[src/hdl/bmtd_pkg.sv]
// Package for the bicycle model tire dynamics step block.
// Fixed-point constants, the Q.24 saturating helpers, the arctangent table
// and the microcode program. No dependencies.
package bmtd_pkg;

  localparam int CORDIC_STEPS    = 16;
  localparam int STATE_FRAC_BITS = 16;
  localparam int WF              = 24;
  localparam int SHIFT           = WF - STATE_FRAC_BITS;
  localparam int CNT_W           = (CORDIC_STEPS > 1) ? $clog2(CORDIC_STEPS) : 1;

  localparam int CFG_IDX_W  = 3;
  localparam int CFG_DATA_W = 28;
  localparam int ACCEL_W    = 24;
  localparam int STEER_W    = 18;
  localparam int FRIC_W     = 18;
  localparam int SPEED_W    = 32;

  typedef logic signed [63:0] w_t;

  localparam w_t WLIM      = 64'sh3FFF_FFFF_FFFF_FFFF;
  localparam w_t WONE      = 64'sd16777216;
  localparam w_t GRAV_W    = 64'sd164752261;
  localparam w_t PI_W      = 64'sd52707179;
  localparam w_t HALF_PI_W = 64'sd26353589;
  localparam w_t TWO_PI_W  = 64'sd105414357;
  localparam w_t KINV_W    = 64'sd10188013;
  localparam w_t SLOW_W    = 64'sd1678;
  localparam w_t LIFT_W    = 64'sd167772;
  localparam w_t RESTART_W = 64'sd1677722;
  localparam w_t RND_HALF  = w_t'((64'd1 << SHIFT) >> 1);
  localparam w_t I32_MAX   = 64'sd2147483647;
  localparam w_t I32_MIN   = -64'sd2147483648;

  localparam logic signed [64:0] WLIM65  = 65'sh0_3FFF_FFFF_FFFF_FFFF;
  localparam logic signed [64:0] NWLIM65 = -WLIM65;

  // configuration register indexes
  typedef enum logic [2:0] {
    CFG_MASS, CFG_INERTIA, CFG_WHEELBASE, CFG_FRONT,
    CFG_STIFF, CFG_SHAPE, CFG_CURV, CFG_DT
  } cfg_e;

  typedef enum logic [2:0] {
    OP_ADD, OP_SUB, OP_MUL, OP_DIV, OP_ATAN, OP_SINCOS, OP_RND, OP_END
  } op_e;

  typedef enum logic [5:0] {
    SRC_ZERO, SRC_WONE, SRC_GRAV, SRC_ACCEL, SRC_STEER, SRC_MU, SRC_M, SRC_IZ,
    SRC_LEN, SRC_LF, SRC_LR, SRC_CF, SRC_EF, SRC_CST, SRC_DT, SRC_VX,
    SRC_VY, SRC_R, SRC_T0, SRC_T1, SRC_SLF, SRC_SLR, SRC_FZF, SRC_FZR,
    SRC_D, SRC_BA, SRC_FF, SRC_FR, SRC_FFC, SRC_SIN, SRC_COS, SRC_DVX,
    SRC_DVY, SRC_DR
  } src_e;

  localparam int NUM_SRC = 34;

  typedef enum logic [4:0] {
    DST_NONE, DST_VX, DST_VY, DST_R, DST_T0, DST_T1, DST_SLF, DST_SLR,
    DST_FZF, DST_FZR, DST_D, DST_BA, DST_FF, DST_FR, DST_FFC, DST_DVX,
    DST_DVY, DST_DR, DST_VXS, DST_VYS, DST_RS
  } dst_e;

  typedef struct packed {
    op_e  op;
    src_e a;
    src_e b;
    dst_e d;
  } uc_t;

  localparam int PROG_LEN = 62;
  localparam int PC_W     = $clog2(PROG_LEN);

  // request / response between sequencer and the shared units
  typedef struct packed {
    logic start;
    w_t   a;
    w_t   b;
  } ar_req_t;

  typedef struct packed {
    logic done;
    w_t   res;
  } ar_rsp_t;

  typedef struct packed {
    logic start;
    logic rot;
    w_t   a;
    w_t   b;
  } cor_req_t;

  typedef struct packed {
    logic done;
    w_t   r0;
    w_t   r1;
  } cor_rsp_t;

  function automatic logic [63:0] f_mag(w_t v);
    return v[63] ? 64'(-v) : 64'(v);
  endfunction

  function automatic w_t f_add(w_t a, w_t b);
    logic signed [64:0] s;
    s = {a[63], a} + {b[63], b};
    if (s > WLIM65) return WLIM;
    if (s < NWLIM65) return -WLIM;
    return s[63:0];
  endfunction

  function automatic w_t f_atan_tab(logic [4:0] i);
    case (i)
      5'd0:    return 64'sd13176795;
      5'd1:    return 64'sd7778716;
      5'd2:    return 64'sd4110060;
      5'd3:    return 64'sd2086331;
      5'd4:    return 64'sd1047214;
      5'd5:    return 64'sd524117;
      5'd6:    return 64'sd262123;
      5'd7:    return 64'sd131069;
      5'd8:    return 64'sd65536;
      5'd9:    return 64'sd32768;
      5'd10:   return 64'sd16384;
      5'd11:   return 64'sd8192;
      5'd12:   return 64'sd4096;
      5'd13:   return 64'sd2048;
      5'd14:   return 64'sd1024;
      5'd15:   return 64'sd512;
      5'd16:   return 64'sd256;
      5'd17:   return 64'sd128;
      5'd18:   return 64'sd64;
      5'd19:   return 64'sd32;
      5'd20:   return 64'sd16;
      5'd21:   return 64'sd8;
      5'd22:   return 64'sd4;
      5'd23:   return 64'sd2;
      5'd24:   return 64'sd1;
      default: return 64'sd0;
    endcase
  endfunction

  function automatic uc_t f_mk(op_e o, src_e a, src_e b, dst_e d);
    uc_t u;
    u.op = o;
    u.a  = a;
    u.b  = b;
    u.d  = d;
    return u;
  endfunction

  function automatic uc_t f_uc(logic [PC_W-1:0] pc);
    case (pc)
      // slip angles
      6'd0:  return f_mk(OP_MUL, SRC_LF, SRC_R, DST_T0);
      6'd1:  return f_mk(OP_ADD, SRC_VY, SRC_T0, DST_T0);
      6'd2:  return f_mk(OP_ATAN, SRC_T0, SRC_VX, DST_T0);
      6'd3:  return f_mk(OP_SUB, SRC_STEER, SRC_T0, DST_SLF);
      6'd4:  return f_mk(OP_MUL, SRC_LR, SRC_R, DST_T0);
      6'd5:  return f_mk(OP_SUB, SRC_VY, SRC_T0, DST_T0);
      6'd6:  return f_mk(OP_ATAN, SRC_T0, SRC_VX, DST_T0);
      6'd7:  return f_mk(OP_SUB, SRC_ZERO, SRC_T0, DST_SLR);
      // axle loads
      6'd8:  return f_mk(OP_MUL, SRC_M, SRC_GRAV, DST_T1);
      6'd9:  return f_mk(OP_MUL, SRC_T1, SRC_LR, DST_T0);
      6'd10: return f_mk(OP_DIV, SRC_T0, SRC_LEN, DST_FZF);
      6'd11: return f_mk(OP_MUL, SRC_T1, SRC_LF, DST_T0);
      6'd12: return f_mk(OP_DIV, SRC_T0, SRC_LEN, DST_FZR);
      // front tire
      6'd13: return f_mk(OP_MUL, SRC_MU, SRC_FZF, DST_D);
      6'd14: return f_mk(OP_MUL, SRC_CF, SRC_D, DST_T0);
      6'd15: return f_mk(OP_DIV, SRC_CST, SRC_T0, DST_T0);
      6'd16: return f_mk(OP_MUL, SRC_T0, SRC_SLF, DST_BA);
      6'd17: return f_mk(OP_ATAN, SRC_BA, SRC_WONE, DST_T0);
      6'd18: return f_mk(OP_SUB, SRC_BA, SRC_T0, DST_T0);
      6'd19: return f_mk(OP_MUL, SRC_EF, SRC_T0, DST_T0);
      6'd20: return f_mk(OP_SUB, SRC_BA, SRC_T0, DST_T0);
      6'd21: return f_mk(OP_ATAN, SRC_T0, SRC_WONE, DST_T0);
      6'd22: return f_mk(OP_MUL, SRC_CF, SRC_T0, DST_T0);
      6'd23: return f_mk(OP_SINCOS, SRC_T0, SRC_ZERO, DST_NONE);
      6'd24: return f_mk(OP_MUL, SRC_D, SRC_SIN, DST_FF);
      // rear tire
      6'd25: return f_mk(OP_MUL, SRC_MU, SRC_FZR, DST_D);
      6'd26: return f_mk(OP_MUL, SRC_CF, SRC_D, DST_T0);
      6'd27: return f_mk(OP_DIV, SRC_CST, SRC_T0, DST_T0);
      6'd28: return f_mk(OP_MUL, SRC_T0, SRC_SLR, DST_BA);
      6'd29: return f_mk(OP_ATAN, SRC_BA, SRC_WONE, DST_T0);
      6'd30: return f_mk(OP_SUB, SRC_BA, SRC_T0, DST_T0);
      6'd31: return f_mk(OP_MUL, SRC_EF, SRC_T0, DST_T0);
      6'd32: return f_mk(OP_SUB, SRC_BA, SRC_T0, DST_T0);
      6'd33: return f_mk(OP_ATAN, SRC_T0, SRC_WONE, DST_T0);
      6'd34: return f_mk(OP_MUL, SRC_CF, SRC_T0, DST_T0);
      6'd35: return f_mk(OP_SINCOS, SRC_T0, SRC_ZERO, DST_NONE);
      6'd36: return f_mk(OP_MUL, SRC_D, SRC_SIN, DST_FR);
      // derivatives
      6'd37: return f_mk(OP_SINCOS, SRC_STEER, SRC_ZERO, DST_NONE);
      6'd38: return f_mk(OP_MUL, SRC_FF, SRC_COS, DST_FFC);
      6'd39: return f_mk(OP_MUL, SRC_FF, SRC_SIN, DST_T0);
      6'd40: return f_mk(OP_DIV, SRC_T0, SRC_M, DST_T0);
      6'd41: return f_mk(OP_SUB, SRC_ACCEL, SRC_T0, DST_T0);
      6'd42: return f_mk(OP_MUL, SRC_R, SRC_VY, DST_T1);
      6'd43: return f_mk(OP_ADD, SRC_T0, SRC_T1, DST_DVX);
      6'd44: return f_mk(OP_ADD, SRC_FFC, SRC_FR, DST_T0);
      6'd45: return f_mk(OP_DIV, SRC_T0, SRC_M, DST_T0);
      6'd46: return f_mk(OP_MUL, SRC_R, SRC_VX, DST_T1);
      6'd47: return f_mk(OP_SUB, SRC_T0, SRC_T1, DST_DVY);
      6'd48: return f_mk(OP_MUL, SRC_LF, SRC_FFC, DST_T0);
      6'd49: return f_mk(OP_MUL, SRC_LR, SRC_FR, DST_T1);
      6'd50: return f_mk(OP_SUB, SRC_T0, SRC_T1, DST_T0);
      6'd51: return f_mk(OP_DIV, SRC_T0, SRC_IZ, DST_DR);
      // Euler update and rounding to state format
      6'd52: return f_mk(OP_MUL, SRC_DVX, SRC_DT, DST_T0);
      6'd53: return f_mk(OP_ADD, SRC_VX, SRC_T0, DST_VX);
      6'd54: return f_mk(OP_MUL, SRC_DVY, SRC_DT, DST_T0);
      6'd55: return f_mk(OP_ADD, SRC_VY, SRC_T0, DST_VY);
      6'd56: return f_mk(OP_MUL, SRC_DR, SRC_DT, DST_T0);
      6'd57: return f_mk(OP_ADD, SRC_R, SRC_T0, DST_R);
      6'd58: return f_mk(OP_RND, SRC_VX, SRC_ZERO, DST_VXS);
      6'd59: return f_mk(OP_RND, SRC_VY, SRC_ZERO, DST_VYS);
      6'd60: return f_mk(OP_RND, SRC_R, SRC_ZERO, DST_RS);
      default: return f_mk(OP_END, SRC_ZERO, SRC_ZERO, DST_NONE);
    endcase
  endfunction

endpackage

[src/hdl/bmtd_mul.sv]
// Shared Q.24 saturating multiplier, one 32x32 partial product per cycle.
// Depends on bmtd_pkg.
module bmtd_mul import bmtd_pkg::*; (
  input  logic    clk_i,
  input  logic    rst_ni,
  input  ar_req_t req_i,
  output ar_rsp_t rsp_o
);

  typedef enum logic [1:0] {M_IDLE, M_RUN, M_FIN} mstate_e;

  mstate_e       state_q;
  logic [1:0]    k_q;
  logic [63:0]   am_q, bm_q;
  logic          neg_q;
  logic [127:0]  acc_q;
  logic          done_q;
  w_t            res_q;

  logic [31:0]   pa, pb;
  logic [63:0]   pp;
  logic [127:0]  pp_sh;
  logic [63:0]   mres;

  always_comb begin
    pa = k_q[0] ? am_q[63:32] : am_q[31:0];
    pb = k_q[1] ? bm_q[63:32] : bm_q[31:0];
    pp = pa * pb;
    case (k_q)
      2'd0:    pp_sh = {64'd0, pp};
      2'd3:    pp_sh = {pp, 64'd0};
      default: pp_sh = {32'd0, pp, 32'd0};
    endcase
    if (acc_q[127:88] != '0 || acc_q[87:86] != '0) begin
      mres = 64'(WLIM);
    end else begin
      mres = acc_q[87:24];
    end
  end

  always_ff @(posedge clk_i or negedge rst_ni) begin
    if (!rst_ni) begin
      state_q <= M_IDLE;
      k_q     <= '0;
      am_q    <= '0;
      bm_q    <= '0;
      neg_q   <= 1'b0;
      acc_q   <= '0;
      done_q  <= 1'b0;
      res_q   <= '0;
    end else begin
      done_q <= 1'b0;
      case (state_q)
        M_IDLE: begin
          if (req_i.start) begin
            am_q    <= f_mag(req_i.a);
            bm_q    <= f_mag(req_i.b);
            neg_q   <= req_i.a[63] ^ req_i.b[63];
            acc_q   <= '0;
            k_q     <= '0;
            state_q <= M_RUN;
          end
        end
        M_RUN: begin
          acc_q <= acc_q + pp_sh;
          k_q   <= k_q + 2'd1;
          if (k_q == 2'd3) state_q <= M_FIN;
        end
        M_FIN: begin
          res_q   <= neg_q ? -w_t'(mres) : w_t'(mres);
          done_q  <= 1'b1;
          state_q <= M_IDLE;
        end
        default: state_q <= M_IDLE;
      endcase
    end
  end

  assign rsp_o.done = done_q;
  assign rsp_o.res  = res_q;

endmodule

[config.mk]
export PLATFORM = sky130hd
export DESIGN_NAME = bmtd_mul
export DESIGN_NICKNAME = d
export VERILOG_FILES = /design/src/hdl/bmtd_pkg.sv /design/src/hdl/bmtd_mul.sv
export SDC_FILE = /design/constraint.sdc
export NUM_CORES = 2
export LEC_CHECK = 0
export ABC_CLOCK_PERIOD_IN_PS = 28600
export CAP_MARGIN = 20
export CORE_UTILIZATION = 65
export CTS_CLUSTER_DIAMETER = 150
export DETAILED_ROUTE_END_ITERATION = 8
export DONT_BUFFER_PORTS = 1
export PLACE_DENSITY = 0.81
export SETUP_SLACK_MARGIN = 0.1
export SLEW_MARGIN = 20
export SYNTH_ARGS = -nofsm -noshare
export SYNTH_HDL_FRONTEND = slang
export SYNTH_SLANG_ARGS = --single-unit
[constraint.sdc]
create_clock -name clk_i -period 28.6 [get_ports clk_i]
set_input_delay 5.72 -clock clk_i [delete_from_list [all_inputs] [get_ports clk_i]]
set_output_delay 5.72 -clock clk_i [all_outputs]
set_load 0.02 [all_outputs]
==> impl_metrics.json <==
{
  "numPortBuffers": 0,
  "slowest_stage": "a211oi_1",
  "yosysWarnings": 0,
  "multi_input_area_mm2": 0.04508,
  "dieHeight_um": 300.4,
  "core_area_mm2": 0.08824,
  "maxUsedRoutingLayer": "met5",
  "synth_cell_types": 74,
  "seq_area_mm2": 0.008167,
  "synth_compound_area_frac": 0.1334,
  "tightest_slew_ps": 1155,
  "cts_buffers": 42,
  "max_slew_margin": 0.2242,
  "ios": 196,
  "wl_mm": 198.0,
  "min_path_type": "reg2reg",
  "synthMuxAreaShare": 0.02296,
  "cap_violations": 0,
  "yosys.area_share.simple": 0.1697,
  "rsz0062_at_grt": "no",
  "drive_above_1_share": 0.04728,
  "cp.required_ps": 29090,
  "min-delay-start": "bm_q[25]",
  "ant_nets": 0,
  "gp_congestion": 1.079,
  "finalSetupTns_ps": 0,
  "synthFlopType": "dfrtp_1",
  "finalHoldViolations": 0,
  "cp_max_fo": 38,
  "r2r-start": "k_q[0]",
  "die-area_mm2": 0.09024,
  "post_cts_resized": 0,
  "ys_seq_area_frac": 0.1409,
  "synth_edf_count": 0,
  "drc": 0,
  "r2r_end": "acc_q[126]",
  "grt_overflow": 0,
  "synth-async-reset-ratio": 1.000,
  "nets": 8100,
  "hpwl_mm": 153.7,
  "tritoncts": "yes",
  "viasPerCell": 6.515,
  "cts_buffer_depth": 3,
  "start_util": 0.6559,
  "syn_area_per_cell_um2": 8.371,
  "clk_pin_slew_worst_paths_ps": 70,
  "post_cts_buffers": 0,
  "num_vias": 51320,
  "synth_top_family_by_area": "adder cells",
  "grt_max_degree": 327,
  "finalCriticalPeriod_ps": 14190,
  "ys_ff_latch": 326,
  "num-fill-cells": 7058,
  "worst-r2r-cell-count": 42,
  "drt-met1-wl_mm": 72.15,
  "drv_slew": 0,
  "fp-row-count": 109,
  "max_freq_mhz": 70.45,
  "finalSetupViolations": 0,
  "critical_path.max_stage_delay_ps": 760,
  "period_share": 0.4963,
  "synthCells": 6914,
  "mappedNetlistNets": 8343,
  "cts-root-buf": "clkbuf_16",
  "grt_use_total": 0.4415,
  "grt_pass1_vias": 51240,
  "hold_depth": 2,
  "wl_met3_mm": 27.48,
  "status": "completed",
  "fin_skew_ps": 34.43,
  "synth_adder_area_share": 0.3969,
  "holdBufCountCts": 0,
  "die_w_um": 300.4,
  "critPathLaunchType": "flop",
  "wire_per_inst_um": 25.13,
  "min_to": "bm_q[25]",
  "netlist_area_mm2": 0.05788,
  "worstSetupEndpointType": "flop",
  "dr.pass1.iters": 8,
  "area_growth_syn_to_layout_pct": 4.326,
  "synth_xor_area_frac": 0.05175,
  "clk_latency_ps": 650,
  "grt_pass1_wl_mm": 300.9,
  "cts_htree_levels": 2,
  "r2r_setup_slack_ps": 14410,
  "dr_wl_met2_mm": 83.76,
  "cts.sinks": 326,
  "drt_iter0_drc": 5771,
  "crit_type": "reg2reg",
  "arrival_ps": 14690,
  "antenna_found_initial": 11
}
[cell usage after synthesis (all sizes together) (47+ instances only)]
| library cell | number | share of area |
|---|---|---|
| a21o | 83 | 0.011 |
| mux2 | 62 | 0.012 |
| and2 | 76 | 0.0082 |
| ha | 401 | 0.087 |
| o21bai | 47 | 0.0061 |
| o21ai | 525 | 0.045 |
| mux2i | 63 | 0.011 |
| or3 | 56 | 0.0063 |
| nor3 | 55 | 0.0050 |
| xnor2 | 145 | 0.022 |
| xor2 | 197 | 0.030 |
| nand2 | 980 | 0.064 |
| a21oi | 272 | 0.024 |
| nor2 | 791 | 0.051 |
| inv | 910 | 0.059 |
| nand4 | 94 | 0.010 |
| fa | 897 | 0.31 |
| clkbuf | 352 | 0.023 |
| dfrtp | 326 | 0.14 |
| a22o | 68 | 0.010 |
| o31ai | 65 | 0.0084 |
[registers in the layout, indices dropped and copies added, names as in the netlist]
| signal | count |
|---|---|
| k_q | 2 |
| neg_q | 1 |
| res_q | 64 |
| am_q | 64 |
| acc_q | 128 |
| bm_q | 64 |
| done_q | 1 |
| state_q | 2 |
[worst max-delay path, delay by kind of cell (launching register included)]
kind / cells / cell delay (ps)
AO/OA/AOI/OAI: 17 / 5410
adder cells (fa/ha/maj): 10 / 4820
buffers and inverters: 6 / 1230
AND/OR/NAND/NOR: 6 / 1070
flip-flops: 1 / 710
XOR/XNOR: 2 / 430
multiplexers: 1 / 320
[worst max path at each step]
| stage | from | end | slack (ps) |
|---|---|---|---|
| floorplan | k_q[0] | acc_q[82] | 17290 |
| CTS | k_q[0] | acc_q[126] | 14700 |
| finish | k_q[0] | acc_q[126] | 14410 |
| global placement | k_q[0] | acc_q[126] | 14950 |
| detailed placement | k_q[0] | acc_q[126] | 14800 |
| global route | k_q[0] | acc_q[126] | 13950 |
[layout by cell type, fill, tap and decap left out, types with 34 or more instances in the layout]
cell type    n
nor4_1      37
xor2_1     197
nor3_1      54
or3_1       49
xnor2_1    145
nor2_1     790
fa_1       897
nand3_1     34
a22o_1      68
mux2i_2     35
o31ai_1     65
buf_4       85
a21oi_1    272
mux2_2      62
nand4_1     94
nand2_1    979
o21ai_0    522
or4_1       35
a21o_1      83
clkbuf_16   42
inv_1      910
dfrtp_1    323
and2_1      76
ha_1       400
o21bai_1    46
[logic make-up (layout without fill, tap and decap cells)]
family                     Yosys count  count (layout)
muxes                              125             125
adders and majority gates         1298            1298
DFF                                326             326
and+or+nand+nor                   2269            2269
AOI/OAI and AO/OA                 1271            1271
other                                0               7
xor gates and xnor gates           342             342
buffers and inverters             1283            1074
[routing by layer]
metal  global-route usage  vias up
met5             0.007407        -
met4               0.2618       14
met3               0.1411      919
met2               0.6476     3579
met1               0.5731    24930
li1                     -    21890
[per-stage QoR]
step	hold WS, ps	setup slack, ps	std cells	utilization	cell area [µm²]
after floorplan	443.7	17290	6914	-	57880
after global placement	457.8	14950	7791	0.6659	58760
after detailed placement	471.1	14800	7792	0.6660	58770
after CTS	485.8	14700	7870	0.6841	60360
after global routing	501.1	13950	7870	0.6841	60370
final	480.3	14410	7877	0.6843	60380
[layout make-up]
type / count / area share
repair buffers: 86 / 0.01073
multi-input cells: 5305 / 0.7466
clock inverters: 29 / 0.007584
diodes: 7 / 0.0002901
well taps: 1165 / 0.02414
flip-flops and latches: 326 / 0.1352
clock buffers: 49 / 0.01884
inverters: 910 / 0.05657
Power is not shown: default switching activity piles up to over one toggle a cycle in this logic, so the estimate is an artifact.
